## config.mk

```make
export PLATFORM = sky130hd
export DESIGN_NAME = byte_stuffing_deframer_unit_flat
export DESIGN_NICKNAME = d
export VERILOG_FILES = /design/src/rtl/bsd_pkg.sv /design/src/rtl/bsd_if.sv /design/src/rtl/byte_stuffing_deframer_unit.sv /design/src/rtl/bsd_engine.sv /design/src/flat_wrapper.sv
export VERILOG_INCLUDE_DIRS = /design/src /design/src/rtl
export SDC_FILE = /design/constraint.sdc
export NUM_CORES = 1
export LEC_CHECK = 0
export BUFFER_PORTS_ARGS = -buffer_cell sky130_fd_sc_hd__buf_2
export CAP_MARGIN = 0
export CORE_MARGIN = 2
export CORE_UTILIZATION = 56
export DETAILED_ROUTE_END_ITERATION = 7
export GPL_ROUTABILITY_DRIVEN = 0
export PLACE_DENSITY = 0.9
export SLEW_MARGIN = 15
export SYNTH_ARGS = -nofsm -noshare
export SYNTH_HDL_FRONTEND = slang
export SYNTH_SLANG_ARGS = --single-unit
```

## constraint.sdc

```tcl
create_clock -name clk -period 3.86 [get_ports clk]
set_clock_uncertainty 0.15 [all_clocks]
set_input_delay 0.386 -clock clk [delete_from_list [all_inputs] [get_ports clk]]
set_output_delay 0.386 -clock clk [all_outputs]
set_load 0.005 [all_outputs]
```

## src/rtl/assert_macros.svh

```systemverilog
// Assertion macros used by the deframer engine (bsd_engine).
// A_IMPLIES checks a same-cycle implication, A_NEXT checks the cycle after.
`ifndef ASSERT_MACROS_SVH
`define ASSERT_MACROS_SVH

`ifndef ASSERT_OFF
`define A_IMPLIES(label, clk, rst_n, cond, expr) \
  label: assert property (@(posedge clk) disable iff (!rst_n) (cond) |-> (expr)) \
    else $error("assertion failed");
`define A_NEXT(label, clk, rst_n, cond, expr) \
  label: assert property (@(posedge clk) disable iff (!rst_n) (cond) |=> (expr)) \
    else $error("assertion failed");
`else
`define A_IMPLIES(label, clk, rst_n, cond, expr)
`define A_NEXT(label, clk, rst_n, cond, expr)
`endif

`endif

```

## src/rtl/bsd_pkg.sv

```systemverilog
package bsd_pkg;

  // Frame length limit, capped at what the 12-bit counter can hold.
  localparam int MAX_FRAME   = 2048;
  localparam int COUNT_W     = 12;
  localparam int COUNT_MAX   = (1 << COUNT_W) - 1;
  localparam int COUNT_LIMIT = (MAX_FRAME < COUNT_MAX) ? MAX_FRAME : COUNT_MAX;

  localparam int BYTE_W      = 8;
  localparam int CFG_INDEX_W = 2;

  // Configuration register indexes.
  localparam logic [CFG_INDEX_W-1:0] CFG_START_CODE  = 2'd0;
  localparam logic [CFG_INDEX_W-1:0] CFG_STOP_CODE   = 2'd1;
  localparam logic [CFG_INDEX_W-1:0] CFG_ESCAPE_CODE = 2'd2;

  // Reset values of the configuration registers.
  localparam logic [BYTE_W-1:0] START_CODE_RST  = 8'd2;
  localparam logic [BYTE_W-1:0] STOP_CODE_RST   = 8'd3;
  localparam logic [BYTE_W-1:0] ESCAPE_CODE_RST = 8'd16;

  // The three framing codes as one group.
  typedef struct packed {
    logic [BYTE_W-1:0] start_code;
    logic [BYTE_W-1:0] stop_code;
    logic [BYTE_W-1:0] escape_code;
  } bsd_codes_t;

  // One result item.
  typedef struct packed {
    logic [BYTE_W-1:0]  data_byte;
    logic               frame_end;
    logic [COUNT_W-1:0] frame_length;
    logic               length_overflow;
  } bsd_result_t;

endpackage

```

## src/rtl/bsd_if.sv

```systemverilog
// Received byte channel.
interface bsd_in_if import bsd_pkg::*; ();
  logic              valid;
  logic              ready;
  logic [BYTE_W-1:0] rx_byte;

  modport source (output valid, output rx_byte, input ready);
  modport sink   (input valid, input rx_byte, output ready);
endinterface

// Result channel: a data byte or an end-of-frame marker.
interface bsd_out_if import bsd_pkg::*; ();
  logic               valid;
  logic               ready;
  logic [BYTE_W-1:0]  data_byte;
  logic               frame_end;
  logic [COUNT_W-1:0] frame_length;
  logic               length_overflow;

  modport source (output valid, output data_byte, output frame_end,
                  output frame_length, output length_overflow, input ready);
  modport sink   (input valid, input data_byte, input frame_end,
                  input frame_length, input length_overflow, output ready);
endinterface

// Configuration write channel.
interface bsd_cfg_if import bsd_pkg::*; ();
  logic                   valid;
  logic                   ready;
  logic [CFG_INDEX_W-1:0] reg_index;
  logic [BYTE_W-1:0]      wdata;

  modport source (output valid, output reg_index, output wdata, input ready);
  modport sink   (input valid, input reg_index, input wdata, output ready);
endinterface

```

## src/rtl/byte_stuffing_deframer_unit.sv

```systemverilog
// Byte-stuffing deframer with start, stop and escape codes.
// in_ch carries one received byte per item (valid/ready). Outside a frame,
// bytes are dropped until the start code. Inside a frame, bytes after the
// escape code are data, the stop code yields an end-of-frame item with the
// payload length and an overflow flag, and the escape code itself is dropped.
// out_ch carries data bytes (frame_end low) and end markers (frame_end high).
// cfg_ch writes the start (index 0), stop (1) and escape (2) codes; other
// indexes are ignored. It is always ready; the user must see that it is written
// only while idle, as the block does not enforce this. Throughput is one byte
// per cycle while out_ch is not stalled: the frame state is a handful of bits
// updated by one compare stage between the input register and the result
// register, which drives out_ch; each byte first waits in the input register.
// When the receiver stalls, the result register holds and the input
// register keeps one byte; in_ch.ready drops only when both hold items
// and out_ch.ready is low.
// Synchronous reset sets the codes to 2, 3 and 16, empties both registers
// and returns the deframer to hunting for a start code.
module byte_stuffing_deframer_unit
  import bsd_pkg::*;
(
  input  logic      clk,
  input  logic      rst_n,
  bsd_in_if.sink    in_ch,
  bsd_out_if.source out_ch,
  bsd_cfg_if.sink   cfg_ch
);

  bsd_codes_t        codes_r;
  logic              s1_valid_r, s1_valid_nxt;
  logic [BYTE_W-1:0] s1_byte_r;
  logic              out_valid_r, out_valid_nxt;
  bsd_result_t       out_data_r;

  logic        has_result;
  bsd_result_t result;
  logic        out_free;
  logic        s1_adv;
  logic        in_fire;

  // Configuration registers.
  assign cfg_ch.ready = 1'b1;

  always_ff @(posedge clk) begin
    if (!rst_n) begin
      codes_r.start_code  <= START_CODE_RST;
      codes_r.stop_code   <= STOP_CODE_RST;
      codes_r.escape_code <= ESCAPE_CODE_RST;
    end else if (cfg_ch.valid) begin
      unique case (cfg_ch.reg_index)
        CFG_START_CODE:  codes_r.start_code  <= cfg_ch.wdata;
        CFG_STOP_CODE:   codes_r.stop_code   <= cfg_ch.wdata;
        CFG_ESCAPE_CODE: codes_r.escape_code <= cfg_ch.wdata;
        default: ;
      endcase
    end
  end

  // Pipeline flow control.
  assign out_free     = !out_valid_r || out_ch.ready;
  assign s1_adv       = s1_valid_r && (!has_result || out_free);
  assign in_ch.ready  = !s1_valid_r || s1_adv;
  assign in_fire      = in_ch.valid && in_ch.ready;
  assign s1_valid_nxt = in_fire ? 1'b1 : (s1_adv ? 1'b0 : s1_valid_r);
  assign out_valid_nxt = (s1_adv && has_result) ? 1'b1
                       : (out_ch.ready ? 1'b0 : out_valid_r);

  // Input register.
  always_ff @(posedge clk) begin
    if (!rst_n) begin
      s1_valid_r <= 1'b0;
    end else begin
      s1_valid_r <= s1_valid_nxt;
    end
    if (in_fire) begin
      s1_byte_r <= in_ch.rx_byte;
    end
  end

  bsd_engine u_engine (
    .clk        (clk),
    .rst_n      (rst_n),
    .codes      (codes_r),
    .step       (s1_adv),
    .rx_byte    (s1_byte_r),
    .has_result (has_result),
    .result     (result)
  );

  // Result register.
  always_ff @(posedge clk) begin
    if (!rst_n) begin
      out_valid_r <= 1'b0;
    end else begin
      out_valid_r <= out_valid_nxt;
    end
    if (s1_adv && has_result) begin
      out_data_r <= result;
    end
  end

  assign out_ch.valid           = out_valid_r;
  assign out_ch.data_byte       = out_data_r.data_byte;
  assign out_ch.frame_end       = out_data_r.frame_end;
  assign out_ch.frame_length    = out_data_r.frame_length;
  assign out_ch.length_overflow = out_data_r.length_overflow;

endmodule

```

## src/rtl/bsd_engine.sv

```systemverilog
`include "assert_macros.svh"

module bsd_engine
  import bsd_pkg::*;
(
  input  logic              clk,
  input  logic              rst_n,
  input  bsd_codes_t        codes,
  input  logic              step,
  input  logic [BYTE_W-1:0] rx_byte,
  output logic              has_result,
  output bsd_result_t       result
);

  localparam logic [COUNT_W-1:0] LIMIT = COUNT_W'(COUNT_LIMIT);

  logic               in_frame_r,       in_frame_nxt;
  logic               escape_pending_r, escape_pending_nxt;
  logic [COUNT_W-1:0] byte_count_r,     byte_count_nxt;
  logic               overflowed_r,     overflowed_nxt;

  // Decide what the current byte does and how the frame state moves.
  always_comb begin
    in_frame_nxt       = in_frame_r;
    escape_pending_nxt = escape_pending_r;
    byte_count_nxt     = byte_count_r;
    overflowed_nxt     = overflowed_r;
    has_result         = 1'b0;
    result             = '0;

    if (!in_frame_r) begin
      // Hunting: only the start code matters.
      if (rx_byte == codes.start_code) begin
        in_frame_nxt       = 1'b1;
        escape_pending_nxt = 1'b0;
        byte_count_nxt     = '0;
        overflowed_nxt     = 1'b0;
      end
    end else if (!escape_pending_r && rx_byte == codes.stop_code) begin
      // Close the frame with an end marker.
      in_frame_nxt           = 1'b0;
      has_result             = 1'b1;
      result.frame_end       = 1'b1;
      result.frame_length    = byte_count_r;
      result.length_overflow = overflowed_r;
      byte_count_nxt         = '0;
      overflowed_nxt         = 1'b0;
    end else if (!escape_pending_r && rx_byte == codes.escape_code) begin
      escape_pending_nxt = 1'b1;
    end else begin
      // Payload byte, literal after an escape or plain otherwise.
      escape_pending_nxt = 1'b0;
      has_result         = 1'b1;
      result.data_byte   = rx_byte;
      if (byte_count_r < LIMIT) begin
        byte_count_nxt = byte_count_r + 1'b1;
      end else begin
        overflowed_nxt = 1'b1;
      end
    end
  end

  // Frame state advances once per consumed item.
  always_ff @(posedge clk) begin
    if (!rst_n) begin
      in_frame_r       <= 1'b0;
      escape_pending_r <= 1'b0;
      byte_count_r     <= '0;
      overflowed_r     <= 1'b0;
    end else if (step) begin
      in_frame_r       <= in_frame_nxt;
      escape_pending_r <= escape_pending_nxt;
      byte_count_r     <= byte_count_nxt;
      overflowed_r     <= overflowed_nxt;
    end
  end

  `A_IMPLIES(a_count_bound, clk, rst_n, 1'b1, byte_count_r <= LIMIT)
  `A_IMPLIES(a_ovf_at_limit, clk, rst_n, overflowed_r, byte_count_r == LIMIT)
  `A_IMPLIES(a_escape_in_frame, clk, rst_n, escape_pending_r, in_frame_r)
  `A_NEXT(a_end_clears, clk, rst_n, step && has_result && result.frame_end,
          !in_frame_r && byte_count_r == '0 && !overflowed_r)

endmodule
```

## src/flat_wrapper.sv

```systemverilog
// flat-port wrapper written by rule: the top's interface ports become plain ports
module byte_stuffing_deframer_unit_flat import bsd_pkg::*;
  (clk, rst_n, in_ch_valid, in_ch_rx_byte, in_ch_ready, out_ch_valid, out_ch_data_byte, out_ch_frame_end, out_ch_frame_length, out_ch_length_overflow, out_ch_ready, cfg_ch_valid, cfg_ch_reg_index, cfg_ch_wdata, cfg_ch_ready);
  bsd_in_if in_ch_i ();
  bsd_out_if out_ch_i ();
  bsd_cfg_if cfg_ch_i ();
  input  logic clk;
  input  logic rst_n;
  input wire logic [$bits(in_ch_i.valid)-1:0] in_ch_valid;
  input wire logic [$bits(in_ch_i.rx_byte)-1:0] in_ch_rx_byte;
  output wire logic [$bits(in_ch_i.ready)-1:0] in_ch_ready;
  output wire logic [$bits(out_ch_i.valid)-1:0] out_ch_valid;
  output wire logic [$bits(out_ch_i.data_byte)-1:0] out_ch_data_byte;
  output wire logic [$bits(out_ch_i.frame_end)-1:0] out_ch_frame_end;
  output wire logic [$bits(out_ch_i.frame_length)-1:0] out_ch_frame_length;
  output wire logic [$bits(out_ch_i.length_overflow)-1:0] out_ch_length_overflow;
  input wire logic [$bits(out_ch_i.ready)-1:0] out_ch_ready;
  input wire logic [$bits(cfg_ch_i.valid)-1:0] cfg_ch_valid;
  input wire logic [$bits(cfg_ch_i.reg_index)-1:0] cfg_ch_reg_index;
  input wire logic [$bits(cfg_ch_i.wdata)-1:0] cfg_ch_wdata;
  output wire logic [$bits(cfg_ch_i.ready)-1:0] cfg_ch_ready;
  assign in_ch_i.valid = in_ch_valid;
  assign in_ch_i.rx_byte = in_ch_rx_byte;
  assign in_ch_ready = in_ch_i.ready;
  assign out_ch_valid = out_ch_i.valid;
  assign out_ch_data_byte = out_ch_i.data_byte;
  assign out_ch_frame_end = out_ch_i.frame_end;
  assign out_ch_frame_length = out_ch_i.frame_length;
  assign out_ch_length_overflow = out_ch_i.length_overflow;
  assign out_ch_i.ready = out_ch_ready;
  assign cfg_ch_i.valid = cfg_ch_valid;
  assign cfg_ch_i.reg_index = cfg_ch_reg_index;
  assign cfg_ch_i.wdata = cfg_ch_wdata;
  assign cfg_ch_ready = cfg_ch_i.ready;
  byte_stuffing_deframer_unit u_core (.clk(clk), .rst_n(rst_n), .in_ch(in_ch_i), .out_ch(out_ch_i), .cfg_ch(cfg_ch_i));
endmodule
```

==> run metrics <==
run status=finished clean; vias per cell=5.50; fin. max-slew vios=0; Post-CTS Hold Fix Bufs=0; WHS Endpoint=u_core.s1_byte_r[0]$_DFFE_PP_; min Tclk post-route=2.94 ns; top cell type's share of synthesized area=0.288; pwr dens=406 mW/mm^2; slowest CP cell=edfxtp_1; CP max stage delay=0.47 ns; Least-Margin Pin Slew=0.721 ns; nets@finish=345; Yosys cell types=50; Rows=27; Syn-to-layout area delta=15.1%; first-pass GRT wire length=10.1 mm; Post-Syn Nets=297; final setup violation count=0; post-route cell area=0.00360 mm^2; Worst-Skew Late Latency=0.35 ns; # IOs=48; placed standard-cell area=0.00342 mm^2; Port-buffer cells=46; cell taking the most area after synthesis=edfxtp_1; ant diodes=0; Syn Inst Count=273; Hold Crit Class=input port to flip-flop; count leader, synth=dfxtp_1; clock sink count=71; die height=78.8 um; DRT iter0 DRCs=232; Clock Root Buffer=clkbuf_8; P_leak=1.36 nW; CP arrival=2.41 ns; RR Startpoint=u_core.s1_byte_r[0]$_DFFE_PP_; Hold Vio Cnt, Final=0; depth of the CTS H-tree=3; RSZ-0062 raised after global routing=no; Die ar.=0.00620 mm^2; R2R Setup Slk=1.18 ns; number of global-route vias before repair=2093; setup TNS=0 ns; CP Max Fanout=6; HP Start=in_ch_rx_byte[0]; dpl hpwl=4.49 mm; largest net degree at the start of global routing=36; FFs w/ async S/R, synth=0; ranking of synthesized cells by area=edfxtp_1 29%, dfxtp_1 26%, mux2i_1 7.7%; Seq cells post-synth=71; # Post-CTS Setup Buffers=0; Die X=78.8 um; Cell Chain, Critical Path=xor2_1 > nor4_4 > nand3_1 > a211o_1 > nor2_2 > inv_1 > buf_2; post-synthesis cell area=0.00313 mm^2; total number of vias=2189; Max Cap Viol=0; clock buffer depth=2; CTS tree=built; initial antenna violation count=0; pre-CTS setup slack=1.19 ns; number of synthesized flops with an enable pin=30; Worst setup EP type=primary output; # DRC=0; Synth Flop Type=dfxtp_1; Antenna Nets Post-Route=0; RR Endpoint=u_core.s1_byte_r[2]$_DFFE_PP_; share of post-route cells with drive strength above 1=0.224; Starting Density=0.576; fillers=407; Worst EP required=3.32 ns; Setup CP Type=flip-flop to primary output; Reg2Reg Depth=6; worst rel slew slack=0.518; total core area=0.00544 mm^2; crit start category=flip-flop; Hold Path Cell Cnt=1; routed wire length=6.09 mm; YS warnings=0; Max Clk Rate=0.340 GHz; Pre-antenna DRT Iters=4; post_cts resized=0; Tot GR Track Use=0.214; clk slew on worst S/H paths=0.07 ns; post-route setup slack=0.916 ns; number of buffers created by CTS=9; Seq/Total Area, Yosys=0.550; period utilization=0.763; total power=1.46 mW; per-cell routed wire length=15.3 um; GRT overflow=0; Syn Area/Cell=11.5 um^2; most frequent cells after synthesis=41 x dfxtp_1, 30 x edfxtp_1, 24 x mux2i_1, 22 x nor2b_1, 17 x xnor2_1; maximum VDD drop=0.280 mV
[layer usage]
layer  wire (um)  vias up  share of wire  track usage
li1            -     1066              -            -
met1        2830     1034           0.47        0.288
met2        2810       78           0.46        0.338
met3         357       11          0.059       0.0534
met4          88        0          0.014       0.0772
met5           0        -              0            0
[metrics by stage]
step                      instances  utilization  hold WS [ns]
after CTS                       398        0.663        0.0526
after global placement          382        0.628         0.327
after global routing            398        0.663        0.0536
final                           398        0.663        0.0612
after floorplan                 273            -         0.302
after detailed placement        382        0.628         0.332
[cell type report]
class / instances / area [um^2] / share of cell area
clock buffer: 9 / 124 / 0.0344
clock inverter: 7 / 63.8 / 0.0177
inverter: 6 / 22.5 / 0.00625
multi-input combinational: 185 / 1340 / 0.371
sequential: 71 / 1720 / 0.478
tap: 72 / 90.1 / 0.0250
timing repair buffer: 48 / 245 / 0.0681
[worst max-delay path by stage]
stage,startpoint,cells after the start,slack [ns],end
final,u_core.s1_byte_r[7]$_DFFE_PP_,7,0.92,in_ch_ready
after global routing,u_core.s1_byte_r[7]$_DFFE_PP_,7,0.83,in_ch_ready
after CTS,u_core.s1_byte_r[7]$_DFFE_PP_,7,0.92,in_ch_ready
after detailed placement,u_core.s1_byte_r[0]$_DFFE_PP_,6,1.19,u_core.s1_byte_r[1]$_DFFE_PP_
after global placement,u_core.s1_byte_r[5]$_DFFE_PP_,6,1.35,u_core.s1_byte_r[4]$_DFFE_PP_
after floorplan,u_core.s1_byte_r[7]$_DFFE_PP_,5,0.76,u_core.out_ch.data_byte[0]$_SDFFCE_PP0P_
[report_power, final]
group	internal (mW)	switching, mW	leakage, nW
combinational	0.0431	0.0446	0.700
sequential	0.795	0.0176	0.572
clock	0.292	0.273	0.0924
total	1.13	0.335	1.36
[cells in the final DEF (no fill, tap or decap), drive strengths merged, types with 3 or more instances in the layout]
master  netlist  layout
inv           6       6
or2b          3       3
a21boi        3       3
clkinv        0       4
clkbuf        8       9
and2          9       9
nand3         5       5
edfxtp       30      30
nand4         4       4
nand3b        3       3
nor2          4       4
nand2b        4       4
and3         16      16
buf           3      48
mux2i        24      24
nor3          6       6
xor2          8       8
a21oi         8       8
a31oi         8       8
nor2b        22      22
dfxtp        41      41
nand2        15      15
xnor2        17      17
o21ai         3       3
[registers in the layout (all words and copies together), names as in the netlist, 8 cells and up]
register and cells:
u_core.codes_r 24, u_core.out_ch.frame_length 12, u_core.out_ch.data_byte 8, u_core.s1_byte_r 8, u_core.u_engine.byte_count_r 12
[worst max-delay path: cells and delay by family, from the launching register on]
family | cells | cell delay, ns
DFF | 1 | 0.47
and+or+nand+nor | 3 | 0.82
xor gates and xnor gates | 1 | 0.21
AOI/OAI and AO/OA | 1 | 0.38
buffers and inverters | 2 | 0.18
[logic make-up (layout without fill, tap and decap cells)]
| group | Yosys count | after routing | share of synthesized area |
|---|---|---|---|
| simple gates | 99 | 99 | 0.191 |
| flops | 71 | 71 | 0.550 |
| compound gates | 34 | 34 | 0.0779 |
| xor+xnor | 25 | 25 | 0.0699 |
| mux | 25 | 25 | 0.0815 |
| buf+inv | 17 | 70 | 0.0240 |
| fa+ha+maj | 1 | 1 | 0.00400 |
| other cells | 1 | 1 | 0.00120 |
Power figures use the tool's default switching activity.
